### config.mk
export PLATFORM = sky130hd
export DESIGN_NAME = i2c_master_byte_engine
export DESIGN_NICKNAME = d
export VERILOG_FILES = /design/src/sv/i2cm_pkg.sv /design/src/sv/i2c_master_byte_engine.sv
export SDC_FILE = /design/constraint.sdc
export NUM_CORES = 1
export LEC_CHECK = 0
export BUFFER_PORTS_ARGS = -buffer_cell sky130_fd_sc_hd__buf_4
export CAP_MARGIN = 30
export CELL_PAD_IN_SITES_DETAIL_PLACEMENT = 0
export CELL_PAD_IN_SITES_GLOBAL_PLACEMENT = 1
export CORE_UTILIZATION = 31
export DETAILED_ROUTE_END_ITERATION = 10
export GPL_ROUTABILITY_DRIVEN = 1
export PLACE_DENSITY = 0.56
export SLEW_MARGIN = 20
export SYNTH_ARGS = -nofsm -noshare
export SYNTH_HDL_FRONTEND = slang
export SYNTH_SLANG_ARGS = --single-unit
export TNS_END_PERCENT = 1
### constraint.sdc
create_clock -name clock -period 4 [get_ports clock]
set_input_delay 0.4 -clock clock [delete_from_list [all_inputs] [get_ports clock]]
set_output_delay 0.4 -clock clock [all_outputs]
set_load 0.005 [all_outputs]
### src/sv/i2cm_pkg.sv
// i2cm_pkg: shared types and codes for the I2C master byte engine.
// No dependencies; imported by i2c_master_byte_engine.
`default_nettype none

package i2cm_pkg;

   localparam int unsigned PeriodWidth = 16;
   localparam logic [PeriodWidth-1:0] PeriodReset = 16'd20;

   // command / operation codes
   localparam logic [2:0] OP_IDLE  = 3'd0;
   localparam logic [2:0] OP_START = 3'd1;
   localparam logic [2:0] OP_STOP  = 3'd2;
   localparam logic [2:0] OP_WRITE = 3'd3;
   localparam logic [2:0] OP_READ  = 3'd4;

   // phase steps within an operation
   localparam logic [2:0] PH0 = 3'd0;
   localparam logic [2:0] PH1 = 3'd1;
   localparam logic [2:0] PH2 = 3'd2;
   localparam logic [2:0] PH3 = 3'd3;
   localparam logic [2:0] PH4 = 3'd4;
   localparam logic [2:0] PH5 = 3'd5;
   localparam logic [2:0] PH6 = 3'd6;
   localparam logic [2:0] PH7 = 3'd7;

   // bit counter marks
   localparam logic [3:0] BIT_LAST     = 4'd7;
   localparam logic [3:0] BIT_ACK_WAIT = 4'd8;
   localparam logic [3:0] BIT_ACK_SEND = 4'd9;

   typedef struct packed {
      logic [2:0] command;
      logic [7:0] data_byte;
      logic       send_ack;
      logic       sda_in;
   } req_type;

   typedef struct packed {
      logic       scl_level;
      logic       sda_level;
      logic       sda_drive;
      logic       busy_res;
      logic       done_res;
      logic [7:0] read_data;
      logic       ack_error;
   } rsp_type;

endpackage

`default_nettype wire

### src/sv/i2c_master_byte_engine.sv
// i2c_master_byte_engine: bit-banged I2C master, one byte-level operation at a time.
// Depends on i2cm_pkg for payload types, command codes and phase codes.
//
//   channel | ports                          | direction | carries
//   req     | req_valid req_ready req_data   | in        | one tick, optional command
//   rsp     | rsp_valid rsp_ready rsp_data   | out       | bus levels and status per tick
//   csr     | csr_valid csr_ready csr_data   | in        | half_period_ticks
//
// Every req item yields exactly one rsp item, registered as the item is accepted.
// The bus state advances only on accepted items, so one item is one bus tick;
// with rsp_ready high an item is taken every cycle.
// A full output register with rsp_ready low holds req_ready low.
// Synchronous reset: idle, SCL and SDA high and driven, period 20.
`default_nettype none

module i2c_master_byte_engine #(
   parameter logic [i2cm_pkg::PeriodWidth-1:0] PERIOD_RESET = i2cm_pkg::PeriodReset
) (
   input  wire logic                             clock,
   input  wire logic                             reset,
   input  wire logic                             req_valid,
   output      logic                             req_ready,
   input  wire i2cm_pkg::req_type                req_data,
   output      logic                             rsp_valid,
   input  wire logic                             rsp_ready,
   output      i2cm_pkg::rsp_type                rsp_data,
   input  wire logic                             csr_valid,
   output      logic                             csr_ready,
   input  wire logic [i2cm_pkg::PeriodWidth-1:0] csr_data
);
   import i2cm_pkg::*;

   logic [PeriodWidth-1:0] period_ff;
   logic [2:0]             op_ff,    op_in;
   logic [2:0]             step_ff,  step_in;
   logic [3:0]             bit_ff,   bit_in;
   logic [PeriodWidth-1:0] dly_ff,   dly_in;
   logic [7:0]             shf_ff,   shf_in;
   logic                   ackc_ff,  ackc_in;
   logic                   scl_ff,   scl_in;
   logic                   sda_ff,   sda_in;
   logic                   drv_ff,   drv_in;
   logic                   nack_ff,  nack_in;
   logic [7:0]             rbyte_ff, rbyte_in;
   logic                   done_in;
   logic                   rsp_valid_ff, rsp_valid_in;
   rsp_type                rsp_ff, rsp_in;

   logic                   req_fire;
   logic [PeriodWidth-1:0] period_load;
   logic [PeriodWidth-1:0] dly_dec;

   assign csr_ready = 1'b1;
   assign req_ready = !rsp_valid_ff || rsp_ready;
   assign req_fire  = req_valid && req_ready;
   assign rsp_valid = rsp_valid_ff;
   assign rsp_data  = rsp_ff;

   assign period_load = (period_ff == '0) ? PeriodWidth'(1) : period_ff;
   assign dly_dec     = (dly_ff != '0) ? dly_ff - PeriodWidth'(1) : '0;

   always_comb begin
      op_in    = op_ff;
      step_in  = step_ff;
      bit_in   = bit_ff;
      dly_in   = dly_ff;
      shf_in   = shf_ff;
      ackc_in  = ackc_ff;
      scl_in   = scl_ff;
      sda_in   = sda_ff;
      drv_in   = drv_ff;
      nack_in  = nack_ff;
      rbyte_in = rbyte_ff;
      done_in  = 1'b0;

      if (op_ff == OP_IDLE) begin
         // take a command only when idle; unknown codes are plain ticks
         if (req_data.command inside {OP_START, OP_STOP, OP_WRITE, OP_READ}) begin
            op_in   = req_data.command;
            bit_in  = '0;
            step_in = PH0;
            dly_in  = period_load;
            case (req_data.command)
               OP_START: begin
                  scl_in = 1'b1;
                  sda_in = 1'b1;
                  drv_in = 1'b1;
               end
               OP_STOP: begin
                  scl_in = 1'b0;
                  sda_in = 1'b0;
                  drv_in = 1'b1;
               end
               OP_WRITE: begin
                  shf_in = req_data.data_byte;
                  sda_in = req_data.data_byte[7];
                  drv_in = 1'b1;
               end
               default: begin
                  shf_in  = '0;
                  ackc_in = req_data.send_ack;
                  scl_in  = 1'b0;
               end
            endcase
         end
      end else begin
         dly_in = dly_dec;
         if (dly_dec == '0) begin
            // phase over: run its end action and load the next phase
            dly_in = period_load;
            case (op_ff)
               OP_START: begin
                  case (step_ff)
                     PH0: begin sda_in = 1'b0; step_in = PH1; end
                     PH1: begin scl_in = 1'b0; step_in = PH2; end
                     default: begin
                        op_in = OP_IDLE; step_in = PH0; bit_in = '0; dly_in = '0;
                        done_in = 1'b1;
                     end
                  endcase
               end
               OP_STOP: begin
                  case (step_ff)
                     PH0: begin scl_in = 1'b1; step_in = PH1; end
                     PH1: begin sda_in = 1'b1; step_in = PH2; end
                     default: begin
                        op_in = OP_IDLE; step_in = PH0; bit_in = '0; dly_in = '0;
                        done_in = 1'b1;
                     end
                  endcase
               end
               OP_WRITE: begin
                  case (step_ff)
                     PH0: begin scl_in = 1'b1; step_in = PH1; end
                     PH1: begin
                        scl_in = 1'b0;
                        if (bit_ff < BIT_LAST) begin
                           bit_in  = bit_ff + 4'd1;
                           shf_in  = {shf_ff[6:0], 1'b0};
                           sda_in  = shf_ff[6];
                           step_in = PH0;
                        end else begin
                           drv_in  = 1'b0;
                           step_in = PH2;
                        end
                     end
                     PH2: begin scl_in = 1'b1; step_in = PH3; end
                     PH3: begin
                        nack_in = req_data.sda_in;
                        drv_in  = 1'b1;
                        scl_in  = 1'b0;
                        if (req_data.sda_in) begin
                           op_in = OP_IDLE; step_in = PH0; bit_in = '0; dly_in = '0;
                           done_in = 1'b1;
                        end else begin
                           step_in = PH4;
                        end
                     end
                     default: begin
                        op_in = OP_IDLE; step_in = PH0; bit_in = '0; dly_in = '0;
                        done_in = 1'b1;
                     end
                  endcase
               end
               OP_READ: begin
                  case (step_ff)
                     PH0: begin sda_in = 1'b1; drv_in = 1'b0; step_in = PH1; end
                     PH1: begin scl_in = 1'b0; step_in = PH2; end
                     PH2: begin scl_in = 1'b1; step_in = PH3; end
                     PH3: begin
                        shf_in = {shf_ff[6:0], req_data.sda_in};
                        if (bit_ff < BIT_LAST) begin
                           step_in = PH4;
                        end else begin
                           bit_in  = BIT_ACK_WAIT;
                           drv_in  = 1'b1;
                           scl_in  = 1'b0;
                           step_in = PH5;
                        end
                     end
                     PH4: begin
                        bit_in  = bit_ff + 4'd1;
                        scl_in  = 1'b0;
                        step_in = PH2;
                     end
                     PH5: begin
                        // hold SCL low for a second phase before the ack bit
                        if (bit_ff == BIT_ACK_WAIT) begin
                           bit_in  = BIT_ACK_SEND;
                           step_in = PH5;
                        end else begin
                           sda_in  = !ackc_ff;
                           scl_in  = 1'b1;
                           step_in = PH6;
                        end
                     end
                     PH6: begin scl_in = 1'b0; step_in = PH7; end
                     default: begin
                        rbyte_in = shf_ff;
                        op_in = OP_IDLE; step_in = PH0; bit_in = '0; dly_in = '0;
                        done_in = 1'b1;
                     end
                  endcase
               end
               default: begin
                  op_in = OP_IDLE; step_in = PH0; bit_in = '0; dly_in = '0;
                  done_in = 1'b1;
               end
            endcase
         end
      end

      rsp_in.scl_level = scl_in;
      rsp_in.sda_level = sda_in;
      rsp_in.sda_drive = drv_in;
      rsp_in.busy_res  = (op_in != OP_IDLE);
      rsp_in.done_res  = done_in;
      rsp_in.read_data = rbyte_in;
      rsp_in.ack_error = nack_in;
   end

   always_comb begin
      if (req_fire) begin
         rsp_valid_in = 1'b1;
      end else if (rsp_ready) begin
         rsp_valid_in = 1'b0;
      end else begin
         rsp_valid_in = rsp_valid_ff;
      end
   end

   always_ff @(posedge clock) begin
      if (reset) begin
         period_ff    <= PERIOD_RESET;
         op_ff        <= OP_IDLE;
         step_ff      <= PH0;
         bit_ff       <= '0;
         dly_ff       <= '0;
         shf_ff       <= '0;
         ackc_ff      <= 1'b0;
         scl_ff       <= 1'b1;
         sda_ff       <= 1'b1;
         drv_ff       <= 1'b1;
         nack_ff      <= 1'b0;
         rbyte_ff     <= '0;
         rsp_valid_ff <= 1'b0;
      end else begin
         rsp_valid_ff <= rsp_valid_in;
         if (csr_valid && csr_ready) begin
            period_ff <= csr_data;
         end
         if (req_fire) begin
            op_ff    <= op_in;
            step_ff  <= step_in;
            bit_ff   <= bit_in;
            dly_ff   <= dly_in;
            shf_ff   <= shf_in;
            ackc_ff  <= ackc_in;
            scl_ff   <= scl_in;
            sda_ff   <= sda_in;
            drv_ff   <= drv_in;
            nack_ff  <= nack_in;
            rbyte_ff <= rbyte_in;
         end
      end
   end

   always_ff @(posedge clock) begin
      if (req_fire) begin
         rsp_ff <= rsp_in;
      end
   end

`ifndef SYNTHESIS
   a_done_not_busy: assert property (@(posedge clock) disable iff (reset)
      rsp_valid_ff && rsp_ff.done_res |-> !rsp_ff.busy_res)
      else $error("done reported while still busy");

   a_busy_has_delay: assert property (@(posedge clock) disable iff (reset)
      op_ff != OP_IDLE |-> dly_ff != '0)
      else $error("operation in progress with empty phase counter");

   a_bit_range: assert property (@(posedge clock) disable iff (reset)
      bit_ff <= BIT_ACK_SEND)
      else $error("bit counter out of range");

   a_state_holds_on_stall: assert property (@(posedge clock) disable iff (reset)
      !req_fire |=> $stable(op_ff) && $stable(dly_ff) && $stable(step_ff))
      else $error("bus state moved without an accepted item");
`endif

endmodule

`default_nettype wire

# ---- After elaboration in Yosys (flattened, before gate mapping)
# Cells that the tools add are included.
# Widths: inputs -> output; s select.
dict set report word_totals {
  in_bits 34
  wordCells 177
  ff_bits 78
  out_inout_bits 17
}
dict set report classes {
  reduce_logical 31
  muxes 94
  magnitude_cmp 1
  add_sub_neg 2
  eq_ne 27
  bitwise_logic 2
}
# op count
set op_table {}
lappend op_table {{$mux 16} 8}
lappend op_table {{$mux 8} 10}
lappend op_table {{$pmux 16 s3} 1}
lappend op_table {{$logic_not 16->1} 2}
lappend op_table {{$mux 4} 8}
lappend op_table {{$pmux 16 s2} 1}
lappend op_table {{$pmux 8 s2} 2}
lappend op_table {{$mux 1} 31}
lappend op_table {{$mux 3} 10}
lappend op_table {{$pmux 4 s3} 2}
lappend op_table {{$eq 3x2->1 const B} 6}
lappend op_table {{$pmux 3 s3} 2}
lappend op_table {{$pmux 3 s6} 1}
lappend op_table {{$ne 4x4->1 const B} 4}
lappend op_table {{$pmux 4 s4} 1}
lappend op_table {{$reduce_bool 16->1} 1}
lappend op_table {{$sub 16x1->16 const B} 1}
lappend op_table {{$eq 3x3->1 const B} 5}
lappend op_table {{$pmux 1 s2} 7}
lappend op_table {{$reduce_or 2->1} 7}
lappend op_table {{$ne 3x3->1 const B} 4}
lappend op_table {{$pmux 1 s4} 3}
lappend op_table {{$pmux 3 s4} 1}
lappend op_table {{$reduce_and 10->1} 1}
lappend op_table {{26 further kinds} 38}

# ---- Longest topological paths before layout
dict set report depth {
  ltp_word 7
  mapped_depth 12
  mapped_depth_nobuf 9
}

# ---- Least setup slack after synthesis
# OpenSTA, ideal clock, no wires.
dict set report synth_path {
  kind {register to register}
  from {register dly_ff[0]}
  to {register rsp_ff (netlist bit rsp_data[1]), data pin}
  stages_incl_launch_ff 11
  t_arrival_ns 2.623
  path_buffers 1
  setup_slack_ns 1.117
  setup_ns 0.260
  t_required_ns 3.740
  synth_period_minus_slack_ns 2.883
  cell_sequence {dfxtp_1 > inv_1 > ha_1 > or3b_2 > clkbuf_1 > o41ai_2 > nand2_1 > a211oi_4 > and2_1 > o21ai_2 > mux2_2}
}
dict set report synth_between {
  elab_chain_len 5
  elab_cells_between_ends 6
  cone_classes {1 x add/sub; 3 x mux; 2 x reduce/logical}
}
# element line
set synth_rtl {}
lappend synth_rtl {{start: declaration} i2c_master_byte_engine.sv:37} ;# logic [PeriodWidth-1:0] dly_ff, dly_in;
lappend synth_rtl {{start signal: assignment} i2c_master_byte_engine.sv:256} ;# dly_ff <= dly_in;
lappend synth_rtl {{$sub 16x1->16 / $reduce_bool 16->1 (equally long branches)} i2c_master_byte_engine.sv:60} ;# assign dly_dec = (dly_ff != '0) ? dly_ff - PeriodWidth'(1) : '0;
lappend synth_rtl {{$mux 16 (*)} i2c_master_byte_engine.sv:60}
lappend synth_rtl {{$logic_not 16->1 (*)} i2c_master_byte_engine.sv:108} ;# if (dly_dec == '0) begin
lappend synth_rtl {{$mux 8 (*)} i2c_master_byte_engine.sv:108}
lappend synth_rtl {{$mux 8 (*)} i2c_master_byte_engine.sv:76} ;# if (op_ff == OP_IDLE) begin
lappend synth_rtl {{named net rbyte_in[0]} i2c_master_byte_engine.sv:44} ;# logic [7:0] rbyte_ff, rbyte_in;
lappend synth_rtl {{end signal: assignment} i2c_master_byte_engine.sv:270} ;# rsp_ff <= rsp_in;
lappend synth_rtl {{end: declaration} i2c_master_byte_engine.sv:47} ;# rsp_type rsp_ff, rsp_in;
# The timed path passes the listed nets; every way through them passes the cells marked *.
# A chain may end at the register's enable or synchronous reset.

# ---- Final worst setup path
dict set report layout_path {
  from {register dly_ff[0]}
  to {register shf_ff[6]}
}
dict set report layout_between {
  elab_chain_len 5
  elab_cells_between_ends 6
  cone_classes {1 x add/sub; 1 x mux; 4 x reduce/logical}
}
# element line
set layout_rtl {}
lappend layout_rtl {{$sub 16x1->16 / $reduce_bool 16->1 (equally long branches)} i2c_master_byte_engine.sv:60}
lappend layout_rtl {{$mux 16 (*)} i2c_master_byte_engine.sv:60}
lappend layout_rtl {{$logic_not 16->1 (*)} i2c_master_byte_engine.sv:108}
lappend layout_rtl {{$reduce_bool 2->1 (no source line) (*)} n/a}
lappend layout_rtl {{$reduce_and 8->1 (no source line) (*)} n/a}
lappend layout_rtl {{end signal: assignment} i2c_master_byte_engine.sv:257} ;# shf_ff <= shf_in;
lappend layout_rtl {{end: declaration} i2c_master_byte_engine.sv:38} ;# logic [7:0] shf_ff, shf_in;
# Every way passes the cells marked *; elsewhere a longest branch is shown, timed or not.

==> reports/qor.yml <==
outcome: "completed"
fin_crit_sh: 0.829
antenna_found_initial: 0
post_drt_wl_per_cell_um: 19.0
hold_viol: 0
grt_max_degree: 39
synth_compound_area_frac: 0.256
clk-insertion-delay-late_ns: 0.35
p_total_w: 0.00273
cts_max_path_buffers: 2
yosys.area_share.simple: 0.232
core-area_um2: 14800
worst_clock_skew_ns: 0.00531
num_vias: 4482
synth_xor_area_frac: 0.0126
critPathTopFamily: "simple AND/OR/NAND/NOR gates"
ir_worst_vdd_v: 0.000251
core.rowCount: 44
rsz0062_at_grt: "false"
drcViolationCount: 0
post_dp_cell_area_um2: 5250
synthCells: 575
track_usage: 0.196
synth_mux_area_frac: 0.0696
p_int_w: 0.00173
gp_congestion: 0.863
synthArstFlopShare: 0
fmax_mhz: 302
synth_cell_types: 79
clkPwrFrac: 0.323
p_leak_nw: 2.14
synth-edff-count: 14
power_frac_seq: 0.350
cts-root-buf: "clkbuf_16"
p_per_area_nw_per_um2: 490
port_buffers: 49
wl_um: 15100
cp_data_arrival_time_ns: 3.59
synth_top_family_by_area: "compound AO/OA/AOI/OAI gates"
cts_tree: "yes"
post_cts_buffers: 0
slew_headroom: 0.538
slowest_stage: "or3b_2"
fin_area_um2: 5570
max_stage_delay_ns: 0.57
tightest_slew_ns: 0.690
initial_core_util: 0.322
startpoint_type: "flop"
synth_flop_cell: "dfxtp_1"
min_delay_path_depth: 3
setup_viol: 0
numClockSinks: 78
num-nets-final: 640
cts_buffers: 9
ys_seq_area_frac: 0.358
cp_num_buf_inv: 1
boundaryPins: 51
hold_buffers: 0
num-fill-cells: 1554
syn2layout_area_growth_pct: 17.2
final_core_util: 0.377
ys_ff_latch: 78
syn-num-nets: 612
power_frac_comb: 0.327
drtPass1Iterations: 5
cts-resized-gates: 0
antennaDiodeCount: 0
die-area_um2: 15800
hold_path.class: "in2reg"
path_class: "reg2reg"
path_cells: "inv_1, ha_1, or3b_2, o41ai_2, nand2_1, a211oi_4, a21o_1, and4_1, mux2i_1"
maxCapViolCount: 0
grt_pass1_vias: 4208
viasPerCell: 5.66
p_switching_w: 0.00100
dp_hpwl_um: 10800
reg2reg_depth: 9
drtIter0Drc: 362
required_ns: 4.28
yosys_warnings: 0
final_antenna_net_count: 0
worstSetupStartpoint: "dly_ff[0]"
die_y_um: 126
period_minus_slack_ns: 3.32
place_inst: 776
end_kind: "flop"
worstSetupPathDepth: 9
layout-drive-gt1-share: 0.173
grt_pass1_wl_um: 23700
maxSlewViolCount: 0
worstHoldStart: "csr_data[4]"
die_w_um: 126
overflow: 0
finalSetupTns_ns: 0
avgSynthCellArea_um2: 8.26
netlist_area_um2: 4750
synthAdderAreaFrac: 0.00791
swShare: 0.367
h-tree-depth: 3
clk_pin_slew_ns: 0.06
critical_path.max_fanout: 8
finalNonFillerCells: 792
rr_startpoint: "dly_ff[0]"
stage by stage:
stage / hold slack (ns) / setup slack [ns]
global route: 0.277 / 0.478
global placement: 0.455 / 0.736
floorplan: 0.444 / 1.12
CTS: 0.253 / 0.695
finish: 0.263 / 0.685
detailed placement: 0.458 / 0.721
cell usage in the layout (no fill, tap or decap), types with 4 or more instances in the layout:
cell type | synthesis | routed
buf_4 | 2 | 63
nand3_1 | 16 | 16
o211ai_1 | 4 | 4
nand4_1 | 8 | 8
inv_1 | 25 | 25
o21ai_0 | 25 | 25
nand2b_1 | 5 | 5
a31oi_1 | 13 | 13
mux2_2 | 8 | 8
o22ai_1 | 6 | 6
o21ai_1 | 6 | 6
a22oi_1 | 4 | 4
nor4_1 | 11 | 11
nor3_1 | 20 | 20
or2_2 | 4 | 4
nand2_1 | 62 | 62
nor2_1 | 44 | 44
clkbuf_16 | 0 | 9
mux2i_1 | 24 | 24
nor2b_1 | 9 | 9
edfxtp_1 | 14 | 14
a21o_1 | 4 | 4
dfxtp_1 | 64 | 64
nand3b_1 | 4 | 4
o221ai_1 | 5 | 5
or3_1 | 6 | 6
a211oi_1 | 4 | 4
a22o_1 | 16 | 16
o31ai_1 | 8 | 8
a21oi_1 | 38 | 38
final timing paths:
kind                       end  slack [ns]
setup / recovery     shf_ff[6]        0.68
hold / removal    period_ff[4]        0.26
hold reg to reg    rbyte_ff[5]        0.47
setup reg to reg     shf_ff[6]        0.68
state kept, by name, summed over array words and instances (netlist names), 3 cells and up:
register,cells
rbyte_ff,8
shf_ff,8
bit_ff,4
op_ff,3
period_ff,16
dly_ff,16
rsp_data,14
step_ff,3
Yosys cell counts (9+ instances only):
| cell type | count | area (um2) |
|---|---|---|
| nor4_1 | 11 | 68.8 |
| o21ai_0 | 25 | 125 |
| a31oi_1 | 13 | 81.3 |
| nor2b_1 | 9 | 56.3 |
| mux2i_1 | 24 | 240 |
| dfxtp_1 | 64 | 1280 |
| edfxtp_1 | 14 | 420 |
| nor3_1 | 20 | 100 |
| inv_1 | 25 | 93.8 |
| clkbuf_1 | 31 | 116 |
| nand2_1 | 62 | 233 |
| a21oi_1 | 38 | 190 |
| nand3_1 | 16 | 80.1 |
| nor2_1 | 44 | 165 |
| a22o_1 | 16 | 140 |
kinds of logic (layout without fill, tap and decap cells):
| logic type | after synthesis | after routing |
|---|---|---|
| AO/OA/AOI/OAI | 172 | 172 |
| XOR/XNOR | 6 | 6 |
| adder cells (fa/ha/maj) | 3 | 3 |
| buffers and inverters | 72 | 105 |
| flip-flops | 78 | 78 |
| multiplexers | 32 | 32 |
| other | 1 | 1 |
| AND/OR/NAND/NOR | 211 | 211 |
metal layers:
| metal | GRT usage | part of all wire | up-vias |
|---|---|---|---|
| li1 | - | - | 2205 |
| met1 | 0.261 | 0.47 | 2102 |
| met2 | 0.313 | 0.46 | 148 |
| met3 | 0.0374 | 0.045 | 27 |
| met4 | 0.0765 | 0.024 | 0 |
| met5 | 0 | 0 | - |
power groups by stage:
stage	sequential, W	combinational (W)	clock, W
floorplan	0.000909	0.000678	0
detailed placement	0.000972	0.000886	0
global route	0.000967	0.000970	0.000934
global placement	0.000973	0.000896	0
CTS	0.000954	0.000892	0.000904
finish	0.000956	0.000892	0.000880
worst reg2reg max path, stage by stage (launching register included):
cell and delay (ns):
dfxtp_1 0.37, inv_1 0.14, ha_1 0.32, or3b_2 0.57, o41ai_2 0.30, nand2_1 0.17
a211oi_4 0.37, a21o_1 0.35, and4_1 0.44, mux2i_1 0.23
layout make-up:
type	instances	area, um2	share of cell area
inverters	26	97.6	0.0175
well taps	184	230	0.0414
multi-input cells	425	2750	0.494
clock inverters	7	88.8	0.0160
clock buffers	9	225	0.0405
repair buffers	63	473	0.0850
flip-flops and latches	78	1700	0.306
(Power assumes the default switching activity.)
